### src/nsi_pkg.sv
package nsi_pkg;

  localparam int FIELD_W = 32;

  // Item codes.
  localparam logic [2:0] OP_RESTART = 3'd0;
  localparam logic [2:0] OP_ADVANCE = 3'd1;
  localparam logic [2:0] OP_COMMIT  = 3'd2;
  localparam logic [2:0] OP_CANCEL  = 3'd3;
  localparam logic [2:0] OP_UPDATE  = 3'd4;
  localparam logic [2:0] OP_PREDICT = 3'd5;

  // Register indexes on the configuration port (byte address is 4 * index).
  localparam logic [2:0] REG_ORDER     = 3'd0;
  localparam logic [2:0] REG_TIME_STEP = 3'd1;
  localparam logic [2:0] REG_INV_STEP  = 3'd2;
  localparam logic [2:0] REG_INV_GAMMA = 3'd3;
  localparam logic [2:0] REG_GAMMA_RAT = 3'd4;

  typedef struct packed {
    logic [2:0]                op;
    logic signed [FIELD_W-1:0] disp_new;
    logic signed [FIELD_W-1:0] disp_old;
    logic signed [FIELD_W-1:0] vel_old;
    logic signed [FIELD_W-1:0] acc_old;
  } nsi_in_t;

  typedef struct packed {
    logic signed [FIELD_W-1:0] disp_out;
    logic signed [FIELD_W-1:0] vel_out;
    logic signed [FIELD_W-1:0] acc_out;
    logic                      coeff_change;
    logic [FIELD_W-1:0]        step_now;
  } nsi_out_t;

  // Request to the shared multiplier.
  typedef struct packed {
    logic start;
    logic half;   // scale by one extra bit (the 0.5 dt product)
  } nsi_mul_ctl_t;

endpackage

### src/nsi_if.sv
interface nsi_in_if;
  import nsi_pkg::*;
  logic    valid;
  logic    ready;
  nsi_in_t data;
  modport source (output valid, output data, input ready);
  modport sink (input valid, input data, output ready);
endinterface

interface nsi_out_if;
  import nsi_pkg::*;
  logic     valid;
  logic     ready;
  nsi_out_t data;
  modport source (output valid, output data, input ready);
  modport sink (input valid, input data, output ready);
endinterface

### src/nsi_mul.sv
module nsi_mul #(
  parameter int IW   = 32,
  parameter int DW   = 32,
  parameter int FRAC = 16
) (
  input  logic                          clk,
  input  logic                          rst,
  input  nsi_pkg::nsi_mul_ctl_t         ctl,
  input  logic signed [IW-1:0]          x,
  input  logic signed [nsi_pkg::FIELD_W-1:0] y,
  output logic                          done,
  output logic signed [IW-1:0]          res
);
  import nsi_pkg::*;

  localparam int NCH = (IW + 31) / 32;
  localparam int XW  = NCH * 32;
  localparam int PRW = XW + 32;
  localparam int PW  = PRW + 2;
  localparam int CW  = $clog2(NCH + 1);
  localparam logic signed [PW-1:0] SMAX = {{(PW-DW+1){1'b0}}, {(DW-1){1'b1}}};
  localparam logic signed [PW-1:0] SMIN = ~SMAX;

  logic              neg;
  logic              half_r;
  logic [XW-1:0]     ux;
  logic [31:0]       uy;
  logic [PRW-1:0]    prod;
  logic [CW-1:0]     cnt;
  logic              fin;
  logic [IW-1:0]     ax;
  logic [31:0]       ay;
  logic [63:0]       pp;
  logic signed [PW-1:0] sp;
  logic signed [PW-1:0] rounded;
  logic signed [PW-1:0] shifted;

  assign ax = x[IW-1] ? IW'(-x) : IW'(x);
  assign ay = y[31] ? 32'(-y) : 32'(y);

  // One 32 by 32 slice a cycle, most significant slice of the magnitude first.
  assign pp = {32'b0, ux[XW-1 -: 32]} * {32'b0, uy};

  // Sign, round half up, scale and saturate the finished magnitude.
  always_comb begin
    sp      = neg ? -$signed({2'b00, prod}) : $signed({2'b00, prod});
    rounded = sp + (half_r ? (PW'(1) << FRAC) : (PW'(1) << (FRAC - 1)));
    shifted = half_r ? (rounded >>> (FRAC + 1)) : (rounded >>> FRAC);
  end

  always_ff @(posedge clk) begin
    if (rst) begin
      cnt  <= '0;
      fin  <= 1'b0;
      done <= 1'b0;
    end else begin
      done <= fin;
      fin  <= 1'b0;
      if (ctl.start) begin
        neg    <= x[IW-1] ^ y[31];
        half_r <= ctl.half;
        ux     <= XW'(ax);
        uy     <= ay;
        prod   <= '0;
        cnt    <= CW'(NCH);
      end else if (cnt != '0) begin
        prod <= (prod << 32) + PRW'(pp);
        ux   <= ux << 32;
        cnt  <= cnt - 1'b1;
        fin  <= (cnt == CW'(1));
      end
      if (fin) begin
        if (shifted > SMAX) begin
          res <= IW'(SMAX);
        end else if (shifted < SMIN) begin
          res <= IW'(SMIN);
        end else begin
          res <= IW'(shifted);
        end
      end
    end
  end

endmodule

### src/newmark_state_integrator.sv
// Control items (restart, advance, commit, cancel and the unused codes) go straight to the output stage.
// Element items issue multiplies to the shared unit, each working through N = ceil(max(32,DATA_WIDTH)/32)
// 32-bit slices; update needs 1, 2 or 4 multiplies, predict 1 or 2.
// One item at a time: a new item is taken only once the previous result is in the output register,
// so output stalls hold off the next item.
// Synchronous active-high reset clears the step counters and loads the coefficient defaults.
module newmark_state_integrator #(
  parameter int DATA_WIDTH = 32,
  parameter int FRAC_BITS  = 16
) (
  input  logic                         clk,
  input  logic                         rst,
  input  logic                         psel,
  input  logic                         penable,
  input  logic                         pwrite,
  input  logic [4:0]                   paddr,
  input  logic [31:0]                  pwdata,
  output logic [31:0]                  prdata,
  output logic                         pready,
  nsi_in_if.sink                       item,
  nsi_out_if.source                    result
);
  import nsi_pkg::*;

  // Internal values are at least as wide as the 32-bit fields, since inputs
  // reach some results unsaturated; every arithmetic result is saturated to
  // DATA_WIDTH bits signed.
  localparam int IW = (DATA_WIDTH > 32) ? DATA_WIDTH : 32;
  localparam logic signed [IW:0] AMAX = {{(IW-DATA_WIDTH+2){1'b0}}, {(DATA_WIDTH-1){1'b1}}};
  localparam logic signed [IW:0] AMIN = ~AMAX;

  // Sequencer states.
  localparam logic [1:0] S_IDLE  = 2'd0;
  localparam logic [1:0] S_ISSUE = 2'd1;
  localparam logic [1:0] S_WAIT  = 2'd2;
  localparam logic [1:0] S_OUT   = 2'd3;

  // Micro-steps: each one issues a single multiply to the shared unit.
  localparam logic [2:0] PH_UV1 = 3'd0;  // (u - u0) * coefficient
  localparam logic [2:0] PH_UV2 = 3'd1;  // v0 * gamma ratio, then v
  localparam logic [2:0] PH_UA1 = 3'd2;  // (v - v0) * coefficient
  localparam logic [2:0] PH_UA2 = 3'd3;  // a0 * gamma ratio, then a
  localparam logic [2:0] PH_PV  = 3'd4;  // dt * a0, then v
  localparam logic [2:0] PH_PD  = 3'd5;  // 0.5 dt * (v0 + v), then u

  // Configuration registers.
  logic [1:0]         deriv_order;
  logic signed [31:0] time_step;
  logic signed [31:0] inv_time_step;
  logic signed [31:0] inv_gamma_step;
  logic signed [31:0] gamma_ratio;

  // Step counters.
  logic [31:0] step_count;
  logic [31:0] committed_step;
  logic [31:0] adv_count;

  // Sequencer and datapath registers.
  logic [1:0]         state;
  logic [2:0]         phase;
  logic               first;
  logic               chg;
  logic signed [IW-1:0] u_r, u0_r, v0_r, a0_r;
  logic signed [IW-1:0] dreg, vreg, areg, tmp;

  // Output register.
  logic     res_valid;
  nsi_out_t res;

  // Shared adder and multiplier.
  logic signed [IW-1:0] add_a, add_b, add_res;
  logic                 add_sub;
  logic signed [IW:0]   add_sum;
  nsi_mul_ctl_t         mul_ctl;
  logic signed [IW-1:0] mul_x, mul_res;
  logic signed [31:0]   mul_y;
  logic                 mul_done;
  logic                 second;
  logic                 cfg_wr;
  logic                 accept;
  logic                 load_out;

  assign second  = deriv_order[1];
  assign pready  = 1'b1;
  assign cfg_wr  = psel && penable && pwrite;
  assign accept  = item.valid && item.ready;
  assign item.ready = (state == S_IDLE);

  // Configuration port: writes land at the access cycle; reads are combinational.
  always_ff @(posedge clk) begin
    if (rst) begin
      deriv_order    <= 2'd1;
      time_step      <= 32'sd65536;
      inv_time_step  <= 32'sd65536;
      inv_gamma_step <= 32'sd131072;
      gamma_ratio    <= -32'sd65536;
    end else if (cfg_wr) begin
      case (paddr[4:2])
        REG_ORDER:     deriv_order    <= pwdata[1:0];
        REG_TIME_STEP: time_step      <= pwdata;
        REG_INV_STEP:  inv_time_step  <= pwdata;
        REG_INV_GAMMA: inv_gamma_step <= pwdata;
        REG_GAMMA_RAT: gamma_ratio    <= pwdata;
        default: ;
      endcase
    end
  end

  always_comb begin
    case (paddr[4:2])
      REG_ORDER:     prdata = {30'b0, deriv_order};
      REG_TIME_STEP: prdata = time_step;
      REG_INV_STEP:  prdata = inv_time_step;
      REG_INV_GAMMA: prdata = inv_gamma_step;
      REG_GAMMA_RAT: prdata = gamma_ratio;
      default:       prdata = 32'b0;
    endcase
  end

  // The single adder serves two purposes: while a multiply is being issued it
  // forms the difference or sum that feeds it, and when the multiply returns
  // it folds the product into the running value. Both results saturate.
  always_comb begin
    add_a   = u_r;
    add_b   = u0_r;
    add_sub = 1'b1;
    if (state == S_ISSUE) begin
      case (phase)
        PH_UA1: begin
          add_a = vreg;
          add_b = v0_r;
        end
        PH_PD: begin
          add_a   = v0_r;
          add_b   = vreg;
          add_sub = 1'b0;
        end
        default: ;
      endcase
    end else begin
      add_sub = 1'b0;
      add_b   = mul_res;
      case (phase)
        PH_PV:   add_a = v0_r;
        PH_PD:   add_a = u0_r;
        default: add_a = tmp;
      endcase
    end
  end

  assign add_sum = add_sub ? ({add_a[IW-1], add_a} - {add_b[IW-1], add_b})
                           : ({add_a[IW-1], add_a} + {add_b[IW-1], add_b});

  always_comb begin
    if (add_sum > AMAX) begin
      add_res = IW'(AMAX);
    end else if (add_sum < AMIN) begin
      add_res = IW'(AMIN);
    end else begin
      add_res = IW'(add_sum);
    end
  end

  // Multiplier operands for the current micro-step. The first step of a run
  // (step count of one or less) uses 1/dt, later steps 1/(gamma dt).
  always_comb begin
    mul_ctl.start = (state == S_ISSUE);
    mul_ctl.half  = (phase == PH_PD);
    mul_x         = add_res;
    mul_y         = first ? inv_time_step : inv_gamma_step;
    case (phase)
      PH_UV2: begin
        mul_x = v0_r;
        mul_y = gamma_ratio;
      end
      PH_UA2: begin
        mul_x = a0_r;
        mul_y = gamma_ratio;
      end
      PH_PV: begin
        mul_x = a0_r;
        mul_y = time_step;
      end
      PH_PD:   mul_y = time_step;
      default: ;
    endcase
  end

  nsi_mul #(
    .IW   (IW),
    .DW   (DATA_WIDTH),
    .FRAC (FRAC_BITS)
  ) u_mul (
    .clk  (clk),
    .rst  (rst),
    .ctl  (mul_ctl),
    .x    (mul_x),
    .y    (mul_y),
    .done (mul_done),
    .res  (mul_res)
  );

  // Advance restarts from the committed copy and saturates at all ones.
  assign adv_count = committed_step + {31'b0, (committed_step != '1)};

  assign load_out = (state == S_OUT) && (!res_valid || result.ready);

  always_ff @(posedge clk) begin
    if (rst) begin
      state          <= S_IDLE;
      phase          <= PH_UV1;
      step_count     <= '0;
      committed_step <= '0;
      res_valid      <= 1'b0;
    end else begin
      if (load_out) begin
        res_valid <= 1'b1;
      end else if (result.ready) begin
        res_valid <= 1'b0;
      end
      case (state)
        S_IDLE: begin
          if (accept) begin
            u_r   <= IW'(item.data.disp_new);
            u0_r  <= IW'(item.data.disp_old);
            v0_r  <= IW'(item.data.vel_old);
            a0_r  <= IW'(item.data.acc_old);
            first <= (step_count <= 32'd1);
            chg   <= 1'b0;
            dreg  <= '0;
            vreg  <= '0;
            areg  <= '0;
            state <= S_OUT;
            case (item.data.op)
              OP_RESTART: begin
                step_count     <= '0;
                committed_step <= '0;
                chg            <= 1'b1;
              end
              OP_ADVANCE: begin
                step_count <= adv_count;
                chg        <= (adv_count <= 32'd2);
              end
              OP_COMMIT: committed_step <= step_count;
              OP_CANCEL: begin
                step_count <= committed_step;
                chg        <= (committed_step < 32'd2);
              end
              OP_UPDATE: begin
                dreg  <= IW'(item.data.disp_new);
                phase <= PH_UV1;
                state <= S_ISSUE;
              end
              OP_PREDICT: begin
                // First order keeps v = v0; second order keeps a = a0.
                vreg  <= IW'(item.data.vel_old);
                areg  <= second ? IW'(item.data.acc_old) : '0;
                phase <= second ? PH_PV : PH_PD;
                state <= S_ISSUE;
              end
              default: ;
            endcase
          end
        end
        S_ISSUE: state <= S_WAIT;
        S_WAIT: begin
          if (mul_done) begin
            state <= S_ISSUE;
            case (phase)
              PH_UV1: begin
                if (first) begin
                  vreg  <= mul_res;
                  phase <= PH_UA1;
                  if (!second) begin
                    state <= S_OUT;
                  end
                end else begin
                  tmp   <= mul_res;
                  phase <= PH_UV2;
                end
              end
              PH_UV2: begin
                vreg  <= add_res;
                phase <= PH_UA1;
                if (!second) begin
                  state <= S_OUT;
                end
              end
              PH_UA1: begin
                if (first) begin
                  areg  <= mul_res;
                  state <= S_OUT;
                end else begin
                  tmp   <= mul_res;
                  phase <= PH_UA2;
                end
              end
              PH_UA2: begin
                areg  <= add_res;
                state <= S_OUT;
              end
              PH_PV: begin
                vreg  <= add_res;
                phase <= PH_PD;
              end
              default: begin
                dreg  <= add_res;
                state <= S_OUT;
              end
            endcase
          end
        end
        default: begin
          // Hand the finished transaction to the output register once it is free.
          if (load_out) begin
            res.disp_out     <= dreg[31:0];
            res.vel_out      <= vreg[31:0];
            res.acc_out      <= areg[31:0];
            res.coeff_change <= chg;
            res.step_now     <= step_count;
            state            <= S_IDLE;
          end
        end
      endcase
    end
  end

  assign result.valid = res_valid;
  assign result.data  = res;

  // The multiplier only answers a request that the sequencer is waiting on.
  a_mul_done_wait: assert property (@(posedge clk) disable iff (rst)
    mul_done |-> state == S_WAIT)
    else $error("multiplier result arrived outside the wait state");

  // Control transactions go straight to the output stage.
  a_ctrl_to_out: assert property (@(posedge clk) disable iff (rst)
    (accept && (item.data.op == OP_RESTART || item.data.op == OP_ADVANCE ||
                item.data.op == OP_COMMIT || item.data.op == OP_CANCEL)) |=> state == S_OUT)
    else $error("control transaction did not go to the output stage");

  // The committed copy changes only on restart or commit.
  a_commit_hold: assert property (@(posedge clk) disable iff (rst)
    !(accept && (item.data.op == OP_RESTART || item.data.op == OP_COMMIT))
      |=> $stable(committed_step))
    else $error("committed step changed without restart or commit");

  // A result handed over in the output stage is presented on the next cycle.
  a_out_loaded: assert property (@(posedge clk) disable iff (rst)
    load_out |=> res_valid && state == S_IDLE)
    else $error("output register not loaded");

endmodule
### src/flat_wrapper.sv
// flat-port wrapper written by rule: the top's interface ports become plain ports
module newmark_state_integrator_flat import nsi_pkg::*;
#(
  parameter int DATA_WIDTH = 32,
  parameter int FRAC_BITS  = 16
)
  (clk, rst, psel, penable, pwrite, paddr, pwdata, prdata, pready, item_valid, item_data, item_ready, result_valid, result_data, result_ready);
  nsi_in_if item_i ();
  nsi_out_if result_i ();
  input  logic clk;
  input  logic rst;
  input  logic psel;
  input  logic penable;
  input  logic pwrite;
  input  logic [4:0] paddr;
  input  logic [31:0] pwdata;
  output logic [31:0] prdata;
  output logic pready;
  input wire logic [$bits(item_i.valid)-1:0] item_valid;
  input wire logic [$bits(item_i.data)-1:0] item_data;
  output wire logic [$bits(item_i.ready)-1:0] item_ready;
  output wire logic [$bits(result_i.valid)-1:0] result_valid;
  output wire logic [$bits(result_i.data)-1:0] result_data;
  input wire logic [$bits(result_i.ready)-1:0] result_ready;
  assign item_i.valid = item_valid;
  assign item_i.data = item_data;
  assign item_ready = item_i.ready;
  assign result_valid = result_i.valid;
  assign result_data = result_i.data;
  assign result_i.ready = result_ready;
  newmark_state_integrator #(.DATA_WIDTH(DATA_WIDTH), .FRAC_BITS(FRAC_BITS)) u_core (.clk(clk), .rst(rst), .psel(psel), .penable(penable), .pwrite(pwrite), .paddr(paddr), .pwdata(pwdata), .prdata(prdata), .pready(pready), .item(item_i), .result(result_i));
endmodule
### config.mk
export PLATFORM = sky130hd
export DESIGN_NAME = newmark_state_integrator_flat
export DESIGN_NICKNAME = d
export VERILOG_FILES = /design/src/nsi_pkg.sv /design/src/nsi_if.sv /design/src/nsi_mul.sv /design/src/newmark_state_integrator.sv /design/src/flat_wrapper.sv
export SDC_FILE = /design/constraint.sdc
export NUM_CORES = 2
export LEC_CHECK = 0
export BUFFER_PORTS_ARGS = -buffer_cell sky130_fd_sc_hd__buf_4
export CORE_ASPECT_RATIO = 1.5
export CORE_MARGIN = 3
export CORE_UTILIZATION = 56
export CTS_CLUSTER_DIAMETER = 120
export DETAILED_ROUTE_END_ITERATION = 10
export PLACE_DENSITY = 0.74
export SLEW_MARGIN = 10
export SYNTH_ARGS = -nofsm -noshare
export SYNTH_HDL_FRONTEND = slang
export SYNTH_SLANG_ARGS = --single-unit
### constraint.sdc
create_clock -name clk -period 16.5 [get_ports clk]
set_input_delay 2.475 -clock clk [delete_from_list [all_inputs] [get_ports clk]]
set_output_delay 2.475 -clock clk [all_outputs]
set_load 0.01 [all_outputs]
# Word-level counts from Yosys, hierarchy flattened
# Cells that the tools add are included.
dict set report totals {
  ff_bits 752
  ram_bits 0
  latch_bits 0
  rom_bits 0
  inputBits 175
  mem_count 0
}
dict set report op_classes {
  n_eq_ne 28
  n_div 0
  n_reduce_logical 43
  bitwise_logic 4
  addsub 9
  order_cmp 7
  mux 65
  mul 1
  shifts 0
}
# op count
set ops {}
lappend ops {{32-bit one-hot mux with 2 select lines} 11}
lappend ops {{32-bit 2-to-1 mux} 21}
lappend ops {{32-bit one-hot mux with 5 select lines} 1}
lappend ops {{32-bit one-hot mux with 3 select lines} 1}
lappend ops {{66-bit by 18-bit adder with 66-bit output} 1}
lappend ops {{66-bit 2-to-1 mux} 1}
lappend ops {{64-bit negator with 66-bit output} 1}
lappend ops {{64-bit adder} 1}
lappend ops {{32-bit by 32-bit multiplier with 64-bit output} 1}
lappend ops {{64-bit 2-to-1 mux} 1}
lappend ops {{32-bit negator} 2}
lappend ops {{50-bit by 32-bit > comparator with 1-bit output (second input constant)} 1}
lappend ops {{50-bit by 32-bit < comparator with 1-bit output (second input constant)} 1}
lappend ops {{49-bit 2-to-1 mux} 1}
lappend ops {{32-bit by 32-bit adder with 33-bit output} 1}
lappend ops {{33-bit by 32-bit > comparator with 1-bit output (second input constant)} 1}
lappend ops {{33-bit by 32-bit < comparator with 1-bit output (second input constant)} 1}
lappend ops {{33-bit 2-to-1 mux} 1}
lappend ops {{32-bit by 32-bit subtractor with 33-bit output} 1}
lappend ops {{32-bit by 1-bit adder with 32-bit output} 1}
lappend ops {{32-bit by 1-bit less-or-equal comparator with 1-bit output (second input constant)} 1}
lappend ops {{32-bit by 2-bit less-or-equal comparator with 1-bit output (second input constant)} 1}
lappend ops {{32-bit by 2-bit < comparator with 1-bit output (second input constant)} 1}
lappend ops {{32-bit inequality test (second input constant)} 1}
lappend ops {{other kinds (37)} 102}

# Longest topological paths before layout
dict set report depth {
  word_depth 12
  ltp_mapped 37
  ltp_nobuf 32
}

# Cells and area by module
# A second synthesis with hierarchy kept.
dict set report unflattened {
  cells_unflattened 7956
  hier_area_um2 74331.3
}
# module area_per_inst_um2 n_inst seq_area_each_um2 cells_each
set by_module_without_submodules {}
lappend by_module_without_submodules {nsi_mul 44834.2 1 4924.7 4890}
lappend by_module_without_submodules {newmark_state_integrator 29497.0 1 15625.0 3066}

# Worst setup path before layout
# OpenSTA, ideal clock, no wires.
dict set report synth_path {
  path_kind {input to register}
  start {input port rst}
  end {register u_core.res, in the netlist u_core.result.data[0], enable pin}
  t_arrival_ps 11604
  required_ps 15724
  slack_ps 4120
  cell_stages 3
  n_path_buf 2
  setup_time_ps 776
  path_cell_list {clkbuf_1 -> clkbuf_1 -> nor3_1}
}
dict set report synth_via {
  elab_chain_len 2
}
# item line
set synth_rtl {}
lappend synth_rtl {{from (decl)} flat_wrapper.sv:11} ;# input logic rst;
lappend synth_rtl {{1-bit NOT (no source line)} -}
lappend synth_rtl {{3-bit AND reduction (no source line)} -}
lappend synth_rtl {{to (decl)} newmark_state_integrator.sv:68} ;# nsi_out_t res;
# No other way between the ends.
# A chain may end at the register's enable or synchronous reset.

# Worst setup path after layout
dict set report layout_path {
  start {register u_core.phase[2]}
  end {register u_core.u_mul.ux[24] (data pin)}
}
dict set report layout_via {
  elab_chain_len 12
}
# item line
set layout_rtl {}
lappend layout_rtl {{from (decl)} newmark_state_integrator.sv:60} ;# logic [2:0] phase;
lappend layout_rtl {{from (signal assigned)} newmark_state_integrator.sv:258} ;# phase <= second ? PH_PV : PH_PD;
lappend layout_rtl {{3-bit == test, or another cell as far along} {newmark_state_integrator.sv:128, newmark_state_integrator.sv:143}}
lappend layout_rtl {{32-bit one-hot mux with 2 select lines, on equally long branches} {newmark_state_integrator.sv:143, newmark_state_integrator.sv:128}}
lappend layout_rtl {{32-bit 2-to-1 mux} newmark_state_integrator.sv:127} ;# if (state == S_ISSUE) begin
lappend layout_rtl {{32-bit by 32-bit adder with 33-bit output or 32-bit by 32-bit subtractor with 33-bit output (tied branches)} {newmark_state_integrator.sv:152, newmark_state_integrator.sv:151}}
lappend layout_rtl {{33-bit 2-to-1 mux} newmark_state_integrator.sv:151} ;# assign add_sum = add_sub ? ({add_a[IW-1], add_a} - {add_b[IW-1], add_b})
lappend layout_rtl {{33-bit by 32-bit < comparator with 1-bit output} newmark_state_integrator.sv:157} ;# end else if (add_sum < AMIN) begin
lappend layout_rtl {{32-bit 2-to-1 mux} newmark_state_integrator.sv:157}
lappend layout_rtl {{32-bit 2-to-1 mux} newmark_state_integrator.sv:155} ;# if (add_sum > AMAX) begin
lappend layout_rtl {{32-bit one-hot mux with 2 select lines (*)} newmark_state_integrator.sv:171} ;# case (phase)
lappend layout_rtl {{32-bit negator} nsi_mul.sv:38} ;# assign ax = x[IW-1] ? IW'(-x) : IW'(x);
lappend layout_rtl {{32-bit 2-to-1 mux (*)} nsi_mul.sv:38}
lappend layout_rtl {{32-bit 2-to-1 mux (*)} nsi_mul.sv:59} ;# if (ctl.start) begin
lappend layout_rtl {{to (signal assigned)} nsi_mul.sv:62} ;# ux <= XW'(ax);
lappend layout_rtl {{to (signal assigned)} nsi_mul.sv:68} ;# ux <= ux << 32;
lappend layout_rtl {{to (decl)} nsi_mul.sv:26} ;# logic [XW-1:0] ux;
# Mark *: on every way between the ends. The rest lies on a longest branch, timed or not.

==> impl_results.md <==
- Row Count: 162
- Initial antenna violation count: 11
- Routed WL: 248 mm
- Final Cell Area: 80300 sq um
- Simple-gate share of the synthesized area: 0.165
- DRT iter0 DRCs: 5331
- Num CTS Buffers: 73
- Fmax: 88.9 MHz
- Post-synthesis cell area: 73900 sq um
- Crit path largest cell delay: roughly 700 ps
- GRT Overall Usage: 0.368
- EDFF count, synth: 549
- Placed inst area: 77800 sq um
- Hold Crit Class: reg2reg
- Warnings from Yosys: 0
- Register area share after synthesis: 0.278
- Final period util: 0.682
- Core Area: approximately 130000 sq um
- Die width: between 300 and 400 um
- DRT Pass-1 Iters: 5
- Largest net degree at the start of global routing: 130
- Fin nets: 9516
- Post-DRT Antenna Nets: 0
- Fin Setup TNS: 0 ps
- Hold WS: 419 ps
- Buffers on Ports: 335
- Mux contribution to synthesized area: 0.0189
- Hold Buf Count CTS: 0
- Post_cts resized: 0
- CP dominant cell by count: a21oi_1
- CTS root buf: clkbuf_16
- H-tree depth: 3
- Worst slew pin tran: 1310 ps
- MaxCap Viol Count: 0
- Worst-Skew Late Latency: 680 ps
- Crit Path Max Fanout: 52
- Detailed-route via count: 61016
- Slowest CP cell: a222oi_1
- Max reg flops: 129
- Status: complete, no violations
- GR Util met2: 0.626
- Met1 usage: 0.418
- Worst EP arrival: about 12000 ps
- Post-synthesis cell count: between 8000 and 9000
- Final hold vios: 0
- Met3 Use GR: 0.0661
- Share of cells above drive strength 1: 0.0850
- IO Count: 339
- Min Clock Period, post-route: 11250 ps
- Fin Clk Skew: 31.9 ps
- Top_reg_cell synth: edfxtp_1
- Syn nets: between 9000 and 10000
- Register bit count reported by yosys: 752
- CTS tree: built
- Final setup margin: 5250 ps
- Die H: approximately 450 um
- Clk sinks: 752
- GR Overflow Total: 0
- Starting density of the core: 0.566
- DIE AREA: around 140000 sq um
- Worst Path Required: 17040 ps
- Post-DP HPWL: 184 mm
- Async S/R FF share, synth: 0
- Xor and xnor area share after synthesis: 0.0313
- Rel. slew slack: 0.129
- CP Class: reg2reg
- Unique masters post-synth: about 100
- Worst-path clk slew: 70 ps
- RSZ-0062 raised after global routing: false
- Clk buf depth: 3
- Gr busiest metal: met2
- Worst reg-to-reg path cell count: 36
- Synth Area in Compound Gates: 0.119
- Residual DRC: 0
- Combinational family with the most area after synthesis: adder cells
- GP Congestion: between 1 and 1.5
- Vias in the first global route: 63509
- First-pass GRT wire length: roughly 380 mm
- Adder-Cell Fraction of Synth Area: 0.305
- Mapped Avg Cell Area: 9.16 sq um
- Critical path startpoint category: flip-flop
- Final setup violation count: 0
- Hold depth: 0
- Crit end category: flip-flop
- Wire length per cell: 25.1 um
- Setup Buffers After CTS: 0
- Post-Place Setup Slack: 5550 ps
- Pins over their slew limit: 0
- Syn-to-layout area delta: 8.60%
- Via-per-instance ratio: 6.17
[critical path, delay by kind of cell (launching register included)]
family | cells | cell delay, ps
fa+ha+maj | 3 | 990
buf+inv | 5 | 1540
simple gates | 15 | 4540
compound gates | 13 | 3700
flops | 1 | 310
[worst paths after layout]
| check | startpoint | to | slack, ps |
|---|---|---|---|
| setup / recovery | u_core.phase[2]$_SDFFE_PP0P_ | u_core.u_mul.ux[24]$_SDFFCE_PP0P_ | 5250 |
| hold / removal | u_core.areg[19]$_DFFE_PP_ | u_core.result.data[52]$_DFFE_PP_ | 420 |
| setup reg to reg | u_core.phase[2]$_SDFFE_PP0P_ | u_core.u_mul.ux[24]$_SDFFCE_PP0P_ | 5250 |
| hold reg to reg | u_core.areg[19]$_DFFE_PP_ | u_core.result.data[52]$_DFFE_PP_ | 420 |
[cell families after synthesis]
family / Yosys count
AOI/OAI and AO/OA: 1359
DFF: 752
xor gates and xnor gates: 264
adders and majority gates: 1244
and+or+nand+nor: 2701
buffers and inverters: 1612
other: 1
muxes: 137
[area by class of cell]
class / instances / area (sq um)
antenna: 6 / 15.0
multi-input combinational: 5706 / 47400
fill: 11068 / 50300
clock buffer: 92 / 1970
tap: 1722 / 2150
sequential: 752 / 20600
inverter: 1095 / 4110
timing repair buffer: 474 / 3570
clock inverter: 42 / 463
[metal layers]
metal,vias to the layer above,part of all wire
li1,26542,-
met1,30383,0.34
met2,3067,0.49
met3,1018,0.080
met4,6,0.085
met5,-,0.00012
[cells in the final DEF, fill, tap and decap left out, types with 201 or more instances in the layout]
master | synthesis | layout
a21oi_1 | 422 | 420
and2_1 | 277 | 275
buf_4 | 4 | 472
dfxtp_1 | 203 | 201
edfxtp_1 | 549 | 549
fa_1 | 930 | 930
ha_1 | 309 | 309
inv_1 | 1092 | 1092
nand2_1 | 1416 | 1413
nor2_1 | 457 | 454
o21ai_0 | 266 | 265
[stage by stage]
stage	utilization	instances
global route	0.615	9886
global placement	0.596	9749
CTS	0.615	9883
detailed placement	0.596	9749
finish	0.615	9889
floorplan	-	8070
[cells in the mapped netlist (15+ instances only)]
master | n | share of area
a21o_1 | 67 | 0.0068
edfxtp_1 | 549 | 0.22
o21ai_0 | 266 | 0.018
and3_1 | 33 | 0.0028
xnor2_1 | 157 | 0.019
inv_1 | 1092 | 0.055
mux2i_1 | 120 | 0.016
nor2_1 | 457 | 0.023
a211oi_1 | 46 | 0.0047
nor3_1 | 112 | 0.0076
ha_1 | 309 | 0.052
clkbuf_1 | 445 | 0.023
nand3b_1 | 27 | 0.0027
nand2b_1 | 29 | 0.0025
nand3_1 | 104 | 0.0070
nor3b_1 | 17 | 0.0017
o31ai_1 | 28 | 0.0028
and2_1 | 277 | 0.023
nand4_1 | 44 | 0.0037
dfxtp_1 | 203 | 0.055
xor2_1 | 107 | 0.013
o22ai_1 | 25 | 0.0021
buf_2 | 21 | 0.0014
a21oi_1 | 422 | 0.029
or3_1 | 30 | 0.0025
nand2_1 | 1416 | 0.072
a22o_1 | 58 | 0.0069
fa_1 | 930 | 0.25
o21ai_1 | 24 | 0.0016
or2_2 | 17 | 0.0014
a221o_1 | 38 | 0.0051
or4_1 | 19 | 0.0019
nor2b_1 | 31 | 0.0026
buf_1 | 46 | 0.0023
o41ai_1 | 18 | 0.0021
nor4_1 | 41 | 0.0035
a31oi_1 | 47 | 0.0040
mux2_2 | 16 | 0.0024
a22oi_1 | 83 | 0.0084
a221oi_1 | 15 | 0.0018
o21a_1 | 19 | 0.0019
o211ai_1 | 55 | 0.0056
Power is left out: the tool's default activity adds up to more than one toggle a clock period on the data nets, which glitch-free logic cannot reach.
